==> config.mk <==
export PLATFORM = sky130hd
export DESIGN_NAME = tcp_passive_endpoint_fsm
export DESIGN_NICKNAME = d
export VERILOG_FILES = /design/src/sv/tpe_pkg.sv /design/src/sv/tpe_conn.sv /design/src/sv/tcp_passive_endpoint_fsm.sv
export SDC_FILE = /design/constraint.sdc
export NUM_CORES = 1
export LEC_CHECK = 0
export BUFFER_PORTS_ARGS = -buffer_cell sky130_fd_sc_hd__buf_2
export CELL_PAD_IN_SITES_DETAIL_PLACEMENT = 1
export CELL_PAD_IN_SITES_GLOBAL_PLACEMENT = 1
export CORE_ASPECT_RATIO = 1.25
export CORE_MARGIN = 4
export CORE_UTILIZATION = 41
export DETAILED_ROUTE_END_ITERATION = 8
export GPL_TIMING_DRIVEN = 0
export PLACE_DENSITY_LB_ADDON = 0.25
export SYNTH_ARGS = -nofsm -noshare
export SYNTH_HDL_FRONTEND = slang
export SYNTH_SLANG_ARGS = --single-unit
==> constraint.sdc <==
create_clock -name clk -period 5.6 [get_ports clk]
set_input_delay 0.84 -clock clk [delete_from_list [all_inputs] [get_ports clk]]
set_output_delay 0.84 -clock clk [all_outputs]
set_load 0.01 [all_outputs]
==> src/sv/tpe_pkg.sv <==
`default_nettype none
// ----------------------------------------------------------------------------
// tpe_pkg
// types, codes and helpers shared by the passive tcp endpoint
// ----------------------------------------------------------------------------
package tpe_pkg;

	localparam int unsigned SEQ_W  = 32;
	localparam int unsigned PORT_W = 16;
	localparam int unsigned ADDR_W = 32;
	localparam int unsigned LEN_W  = 16;
	localparam int unsigned FLAG_W = 8;
	localparam int unsigned CFG_W  = 32;
	localparam int unsigned CODE_W = 3;

	// tcp flag bits
	localparam logic [FLAG_W-1:0] FLAG_FIN = 8'h01;
	localparam logic [FLAG_W-1:0] FLAG_SYN = 8'h02;
	localparam logic [FLAG_W-1:0] FLAG_PSH = 8'h08;
	localparam logic [FLAG_W-1:0] FLAG_ACK = 8'h10;

	// configuration register indexes
	typedef enum logic [0:0] {
		CFG_INITIAL_SEND_SEQ = 1'b0,
		CFG_LOCAL_PORT       = 1'b1
	} tpe_cfg_idx_t;

	typedef enum logic [1:0] {
		OP_LISTEN  = 2'd0,
		OP_SEGMENT = 2'd1,
		OP_WRITE   = 2'd2,
		OP_CLOSE   = 2'd3
	} tpe_op_t;

	// connection phase, one-hot
	typedef enum logic [5:0] {
		PH_CLOSED     = 6'b000001,
		PH_LISTEN     = 6'b000010,
		PH_SYN_RCVD   = 6'b000100,
		PH_ESTAB      = 6'b001000,
		PH_CLOSE_WAIT = 6'b010000,
		PH_LAST_ACK   = 6'b100000
	} tpe_phase_t;

	// reported state codes
	localparam logic [CODE_W-1:0] CODE_CLOSED     = 3'd0;
	localparam logic [CODE_W-1:0] CODE_LISTEN     = 3'd1;
	localparam logic [CODE_W-1:0] CODE_SYN_RCVD   = 3'd2;
	localparam logic [CODE_W-1:0] CODE_ESTAB      = 3'd3;
	localparam logic [CODE_W-1:0] CODE_CLOSE_WAIT = 3'd4;
	localparam logic [CODE_W-1:0] CODE_LAST_ACK   = 3'd5;

	typedef struct packed {
		tpe_op_t            op;
		logic [FLAG_W-1:0]  seg_flags;
		logic [SEQ_W-1:0]   seg_seq;
		logic [SEQ_W-1:0]   seg_ack;
		logic [LEN_W-1:0]   payload_len;
		logic [PORT_W-1:0]  peer_port;
		logic [ADDR_W-1:0]  peer_addr;
	} tpe_req_t;

	typedef struct packed {
		logic               status;
		logic               send;
		logic [FLAG_W-1:0]  tx_flags;
		logic [SEQ_W-1:0]   tx_seq;
		logic [SEQ_W-1:0]   tx_ack;
		logic [PORT_W-1:0]  tx_src_port;
		logic [PORT_W-1:0]  tx_dst_port;
		logic [ADDR_W-1:0]  tx_dst_addr;
		logic [LEN_W-1:0]   tx_payload_len;
		logic               rx_accept;
		logic [CODE_W-1:0]  conn_state;
	} tpe_rsp_t;

	function automatic logic [CODE_W-1:0] phase_code(input tpe_phase_t ph);
		logic [CODE_W-1:0] code;
		unique case (ph)
			PH_LISTEN:     code = CODE_LISTEN;
			PH_SYN_RCVD:   code = CODE_SYN_RCVD;
			PH_ESTAB:      code = CODE_ESTAB;
			PH_CLOSE_WAIT: code = CODE_CLOSE_WAIT;
			PH_LAST_ACK:   code = CODE_LAST_ACK;
			default:       code = CODE_CLOSED;
		endcase
		return code;
	endfunction

endpackage
`default_nettype wire

==> src/sv/tpe_conn.sv <==
`default_nettype none
// ----------------------------------------------------------------------------
// tpe_conn
// connection state registers and the per-transfer update logic
// ----------------------------------------------------------------------------
module tpe_conn (
	input  wire logic                          clk,
	input  wire logic                          arst_n,
	input  wire logic                          step_en,
	input  wire tpe_pkg::tpe_req_t             item,
	input  wire logic [tpe_pkg::SEQ_W-1:0]     initial_send_seq,
	input  wire logic [tpe_pkg::PORT_W-1:0]    src_port,
	output tpe_pkg::tpe_rsp_t                  result
);

	tpe_pkg::tpe_phase_t               phase_q, phase_d;
	logic [tpe_pkg::SEQ_W-1:0]         send_next_q, send_next_d;
	logic [tpe_pkg::SEQ_W-1:0]         recv_next_q, recv_next_d;
	logic [tpe_pkg::PORT_W-1:0]        remote_port_q, remote_port_d;
	logic [tpe_pkg::ADDR_W-1:0]        remote_addr_q, remote_addr_d;

	logic                              emit;
	logic [tpe_pkg::FLAG_W-1:0]        emit_flags;
	logic [tpe_pkg::SEQ_W-1:0]         emit_seq;
	logic [tpe_pkg::LEN_W-1:0]         emit_len;
	logic                              status;
	logic                              rx_accept;
	logic                              has_fin, has_syn, has_ack;
	logic                              seq_match;

	assign has_fin   = |(item.seg_flags & tpe_pkg::FLAG_FIN);
	assign has_syn   = |(item.seg_flags & tpe_pkg::FLAG_SYN);
	assign has_ack   = |(item.seg_flags & tpe_pkg::FLAG_ACK);
	assign seq_match = (item.seg_seq == recv_next_q);

	always_comb begin
		phase_d       = phase_q;
		send_next_d   = send_next_q;
		recv_next_d   = recv_next_q;
		remote_port_d = remote_port_q;
		remote_addr_d = remote_addr_q;
		emit          = 1'b0;
		emit_flags    = '0;
		emit_seq      = '0;
		emit_len      = '0;
		status        = 1'b0;
		rx_accept     = 1'b0;
		unique case (item.op)
			tpe_pkg::OP_LISTEN: begin
				unique case (phase_q) inside
					tpe_pkg::PH_LISTEN, tpe_pkg::PH_SYN_RCVD, tpe_pkg::PH_ESTAB,
					tpe_pkg::PH_CLOSE_WAIT, tpe_pkg::PH_LAST_ACK: begin
						status = 1'b1;
					end
					default: begin
						phase_d = tpe_pkg::PH_LISTEN;
					end
				endcase
			end
			tpe_pkg::OP_SEGMENT: begin
				unique case (phase_q)
					tpe_pkg::PH_LISTEN: begin
						if (has_syn && !has_ack) begin
							remote_port_d = item.peer_port;
							remote_addr_d = item.peer_addr;
							recv_next_d   = item.seg_seq + 32'd1;
							send_next_d   = initial_send_seq + 32'd1;
							emit          = 1'b1;
							emit_flags    = tpe_pkg::FLAG_SYN | tpe_pkg::FLAG_ACK;
							emit_seq      = initial_send_seq;
							phase_d       = tpe_pkg::PH_SYN_RCVD;
						end
					end
					tpe_pkg::PH_SYN_RCVD: begin
						if (has_ack && item.seg_ack == send_next_q) begin
							phase_d = tpe_pkg::PH_ESTAB;
						end
					end
					tpe_pkg::PH_ESTAB: begin
						if (has_fin) begin
							if (seq_match) begin
								recv_next_d = recv_next_q + 32'd1;
								emit        = 1'b1;
								emit_flags  = tpe_pkg::FLAG_ACK;
								emit_seq    = send_next_q;
								phase_d     = tpe_pkg::PH_CLOSE_WAIT;
							end
						end else if (item.payload_len != '0 && seq_match) begin
							recv_next_d = recv_next_q + {16'd0, item.payload_len};
							rx_accept   = 1'b1;
							emit        = 1'b1;
							emit_flags  = tpe_pkg::FLAG_ACK;
							emit_seq    = send_next_q;
						end
					end
					tpe_pkg::PH_LAST_ACK: begin
						if (has_ack) begin
							phase_d = tpe_pkg::PH_CLOSED;
						end
					end
					default: begin
					end
				endcase
			end
			tpe_pkg::OP_WRITE: begin
				if (phase_q == tpe_pkg::PH_ESTAB) begin
					emit        = 1'b1;
					emit_flags  = tpe_pkg::FLAG_ACK | tpe_pkg::FLAG_PSH;
					emit_seq    = send_next_q;
					emit_len    = item.payload_len;
					send_next_d = send_next_q + {16'd0, item.payload_len};
				end else begin
					status = 1'b1;
				end
			end
			default: begin
				if (phase_q == tpe_pkg::PH_ESTAB || phase_q == tpe_pkg::PH_CLOSE_WAIT) begin
					emit        = 1'b1;
					emit_flags  = tpe_pkg::FLAG_FIN | tpe_pkg::FLAG_ACK;
					emit_seq    = send_next_q;
					send_next_d = send_next_q + 32'd1;
					phase_d     = tpe_pkg::PH_LAST_ACK;
				end
			end
		endcase
	end

	// header fields read the updated peer and receive state; zero when silent
	always_comb begin
		result                = '0;
		result.status         = status;
		result.rx_accept      = rx_accept;
		result.conn_state     = tpe_pkg::phase_code(phase_d);
		if (emit) begin
			result.send           = 1'b1;
			result.tx_flags       = emit_flags;
			result.tx_seq         = emit_seq;
			result.tx_ack         = recv_next_d;
			result.tx_src_port    = src_port;
			result.tx_dst_port    = remote_port_d;
			result.tx_dst_addr    = remote_addr_d;
			result.tx_payload_len = emit_len;
		end
	end

	always_ff @(posedge clk or negedge arst_n) begin
		if (!arst_n) begin
			phase_q       <= tpe_pkg::PH_CLOSED;
			send_next_q   <= '0;
			recv_next_q   <= '0;
			remote_port_q <= '0;
			remote_addr_q <= '0;
		end else if (step_en) begin
			phase_q       <= phase_d;
			send_next_q   <= send_next_d;
			recv_next_q   <= recv_next_d;
			remote_port_q <= remote_port_d;
			remote_addr_q <= remote_addr_d;
		end
	end

endmodule
`default_nettype wire

==> src/sv/tcp_passive_endpoint_fsm.sv <==
`default_nettype none
// ----------------------------------------------------------------------------
// tcp_passive_endpoint_fsm
// single tcp endpoint with passive open, in-order receive and fin close
// ----------------------------------------------------------------------------
// Each request transfer (listen, parsed received segment, application write or
// close) yields exactly one response transfer carrying the header of the
// segment to send, if any, the receive accept flag, a reject status and the
// connection state after the update. A request is registered in the input
// register, then the state update and response are computed combinationally
// and captured in the response register, so the block sustains one transfer
// per clock while rsp_ready stays high. The response register only holds
// while rsp_ready is low; req_ready then drops once the input register is
// also full. Configuration (initial send sequence, local port) is written
// through cfg_we/cfg_index/cfg_wdata; the user must do so only while no
// transfer is in flight, as the block itself does not enforce it.
// ----------------------------------------------------------------------------
module tcp_passive_endpoint_fsm (
	input  wire logic                         clk,
	input  wire logic                         arst_n,
	// request channel
	input  wire logic                         req_valid,
	output logic                              req_ready,
	input  wire tpe_pkg::tpe_req_t            req,
	// response channel
	output logic                              rsp_valid,
	input  wire logic                         rsp_ready,
	output tpe_pkg::tpe_rsp_t                 rsp,
	// configuration write port
	input  wire logic                         cfg_we,
	input  wire tpe_pkg::tpe_cfg_idx_t        cfg_index,
	input  wire logic [tpe_pkg::CFG_W-1:0]    cfg_wdata
);

	// configuration registers
	logic [tpe_pkg::SEQ_W-1:0]  initial_send_seq_q;
	logic [tpe_pkg::PORT_W-1:0] src_port_q;

	// input register stage
	logic                       valid_s1;
	tpe_pkg::tpe_req_t          req_s1;

	// response register stage
	logic                       valid_s2;
	tpe_pkg::tpe_rsp_t          rsp_s2;
	tpe_pkg::tpe_rsp_t          step_rsp;

	logic                       out_free;
	logic                       advance;

	// response register can take a new value when empty or being drained
	assign out_free  = !valid_s2 || rsp_ready;
	// the registered request moves into the response register this cycle
	assign advance   = valid_s1 && out_free;
	assign req_ready = !valid_s1 || out_free;

	always_ff @(posedge clk or negedge arst_n) begin
		if (!arst_n) begin
			initial_send_seq_q <= '0;
			src_port_q         <= '0;
		end else if (cfg_we) begin
			unique case (cfg_index)
				tpe_pkg::CFG_INITIAL_SEND_SEQ: initial_send_seq_q <= cfg_wdata;
				tpe_pkg::CFG_LOCAL_PORT:       src_port_q <= cfg_wdata[tpe_pkg::PORT_W-1:0];
				default: begin
				end
			endcase
		end
	end

	// input register
	always_ff @(posedge clk or negedge arst_n) begin
		if (!arst_n) begin
			valid_s1 <= 1'b0;
		end else if (req_ready) begin
			valid_s1 <= req_valid;
		end
	end

	always_ff @(posedge clk) begin
		if (req_valid && req_ready) begin
			req_s1 <= req;
		end
	end

	// state update for the registered request, committed on advance
	tpe_conn u_conn (
		.clk              (clk),
		.arst_n           (arst_n),
		.step_en          (advance),
		.item             (req_s1),
		.initial_send_seq (initial_send_seq_q),
		.src_port         (src_port_q),
		.result           (step_rsp)
	);

	// response register
	always_ff @(posedge clk or negedge arst_n) begin
		if (!arst_n) begin
			valid_s2 <= 1'b0;
		end else if (out_free) begin
			valid_s2 <= valid_s1;
		end
	end

	always_ff @(posedge clk) begin
		if (advance) begin
			rsp_s2 <= step_rsp;
		end
	end

	assign rsp_valid = valid_s2;
	assign rsp       = rsp_s2;

endmodule
`default_nettype wire

==> results.json <==
{
  "hold_violations": 0,
  "critPathSlowestCell": "nor4_1",
  "critical_path_class": "reg -> reg",
  "tightest_slew_ns": 1.18,
  "vdd_ir_drop_max_mv": 0.239,
  "finalCritPeriodShare_pct": 87.5,
  "cts_root_buf": "clkbuf_16",
  "drt-vias-per-instance": 5.86,
  "syn_inst": 2059,
  "clock.fmax_mhz": 204,
  "clkSinkCount": 455,
  "synth_xor_area_share_pct": 5.65,
  "ys_seq_area_share_pct": 55.9,
  "maxCapViolCount": 0,
  "synthMuxAreaShare_pct": 4.84,
  "cts_tree": "done",
  "port_buffers": 326,
  "crit_path_end_kind": "register",
  "syn_area_um2": 22900,
  "synth-simple-area-share_pct": 14.7,
  "hold_ws_ns": 0.234,
  "rsz0062_at_grt": "false",
  "synth.most_common_cell": "edfxtp_1",
  "dieHeight_um": 272,
  "syn_avg_cell_area_um2": 11.1,
  "clock_latency_ns": 0.62,
  "yosysWarnings": 0,
  "total_power_w": 0.0100,
  "synth_top_area_cell": "edfxtp_1",
  "final.min_clock_period_ns": 4.90,
  "num_io_pins": 336,
  "dpl.cell_count": 3127,
  "die_area_um2": 59800,
  "synth_compound_area_share_pct": 13.7,
  "setup_viol": 0,
  "drive_gt1_share_pct": 21.9,
  "fin_skew_ns": 0.0356,
  "ant_nets": 0,
  "rows": 96,
  "drc": 0,
  "crit_arrival_ns": 5.31,
  "max_stage_delay_ns": 0.88,
  "rrSetupSlack_ns": 0.70,
  "synth-async-reset-ratio_pct": 36.9,
  "synth_common_cells": "edfxtp_1 (287), nand2_1 (250), dfrtp_1 (167)",
  "crit_chain": "xnor2_1 -> nand4_1 -> nor4_1 -> nand2_1 -> o31ai_1 -> o21ai_1 -> inv_1 -> buf_2 -> o21ai_0 -> nor2_1",
  "start_util_pct": 41.6,
  "ys.flop_type": "edfxtp_1",
  "grt_usage_pct": 28.0,
  "relSlewSlack_pct": 20.5,
  "dr.pass1.iters": 5,
  "ctsResizeCount": 0,
  "postCtsSetupRepairBufs": 0,
  "clockBufferDepth": 3,
  "clkTransAtPathRegs_ns": 0.07,
  "synth-edff-count": 287,
  "h-tree-depth": 2,
  "grt_antenna_before_repair": 9,
  "cp_data_required_time_ns": 6.01,
  "finalWirelength_mm": 85.1,
  "cp-start-kind": "register",
  "final_nets": 2660,
  "grt_pass1_vias": 20000,
  "slew_violations": 0,
  "postPlaceCellArea_um2": 25600,
  "hold_path.class": "in -> async",
  "yosys_register_bits": 455,
  "timing.critical_path.fanout_max": 10,
  "fin_cells": 3225,
  "outcome": "finished, final reports clean",
  "cts_hold_buffers": 0,
  "stdcell_area_um2": 27200,
  "grt_max_degree": 88,
  "synth_top_family_by_area": "simple AND/OR/NAND/NOR gates",
  "yosysUniqueCellTypes": 85,
  "wl_per_cell_um": 26.4,
  "grt_pass1_wl_mm": 127,
  "dp_hpwl_mm": 63.6,
  "die_w_um": 220,
  "synthAdderAreaFrac_pct": 2.30,
  "vias": 18900,
  "yosysTopAreaCellShare_pct": 37.6,
  "drt_iter0_drc": 1561,
  "leakagePower_nw": 10.7,
  "globalplace.congestion": 0.949,
  "area_growth_pct": 18.7,
  "core_um2": 55100,
  "cts_buffers": 49,
  "overflow": 0,
  "synth.top_cells.by_area": "edfxtp_1 (38%), dfrtp_1 (18%), mux2_2 (4.7%)",
  "p_per_area_nw_per_um2": 369
}
## sequential cells by signal, summed over array words and instances, names as in the netlist
register and flops:
u_conn.recv_next_q 32, req_s1 133, valid_s1 1, u_conn.remote_addr_q 32, rsp 154, u_conn.send_next_q 32
rsp_valid 1, u_conn.remote_port_q 16, initial_send_seq_q 32, src_port_q 16, u_conn.phase_q 6
## stage by stage
step	TNS (ns)	setup WS, ns	util, %
global route	0	0.590	49.4
CTS	0	0.831	49.3
finish	0	0.700	49.4
detailed placement	0	0.876	46.5
floorplan	0	0.977	-
global placement	-140.94	-1.09	46.2
## layout by cell type (no fill, tap or decap), types with 49 or more instances in the layout
cell	count
nand3_1	50
mux2_2	96
xor2_1	64
a21oi_1	127
clkbuf_1	92
xnor2_1	84
buf_2	344
edfxtp_1	287
dfrtp_1	167
clkbuf_16	49
nor2_1	110
o21ai_0	106
nand2_1	250
## final timing paths
| kind | depth (start not counted) | startpoint | end |
|---|---|---|---|
| min in group clk | 1 | req[111] | req_s1[111]$_DFFE_PP_ |
| setup / recovery | 10 | u_conn.recv_next_q[10]$_DFFE_PN0P_ | rsp[92]$_SDFFCE_PP0P_ |
| hold / removal | 1 | arst_n | src_port_q[2]$_DFFE_PN0P_ |
| max in group asynchronous | 2 | arst_n | u_conn.remote_addr_q[12]$_DFFE_PN0P_ |
| hold reg to reg | 1 | req_s1[10]$_DFFE_PP_ | u_conn.remote_addr_q[10]$_DFFE_PN0P_ |
| setup reg to reg | 10 | u_conn.recv_next_q[10]$_DFFE_PN0P_ | rsp[92]$_SDFFCE_PP0P_ |
## power breakdown
part / switching [W] / internal [W]
Combinational: 0.00146 / 0.000898
Sequential: 0.000432 / 0.00405
Clock: 0.00143 / 0.00175
## metal layers
| layer | GRT usage [%] | part of all wire (%) | vias up |
|---|---|---|---|
| met4 | 10.4 | 4.3 | 6 |
| li1 | - | - | 8429 |
| met2 | 48.1 | 50 | 703 |
| met3 | 4.07 | 5.7 | 201 |
| met1 | 35.7 | 40 | 9545 |
| met5 | 0 | 0.048 | - |
## final cells by class
class,count,area (µm²)
clock inverters,33,285
fillers,6052,27900
inverters,37,139
diodes,6,15.0
well taps,735,920
plain buffers,124,526
repair buffers,330,1750
multi-input cells,1446,9470
flip-flops and latches,455,12800
clock buffers,59,1280
## worst max-delay path: cells and delay by family, from the launching register on
family,cells,cell delay (ns)
DFF,1,0.53
AOI/OAI and AO/OA,3,0.85
buffers and inverters,2,0.91
xor gates and xnor gates,1,0.39
and+or+nand+nor,4,2.03
## kinds of logic after synthesis
group / after synthesis
AO/OA/AOI/OAI: 476
XOR/XNOR: 148
adder cells (fa/ha/maj): 41
buffers and inverters: 161
flip-flops: 455
multiplexers: 99
other: 1
AND/OR/NAND/NOR: 678
(Power assumes the default switching activity.)
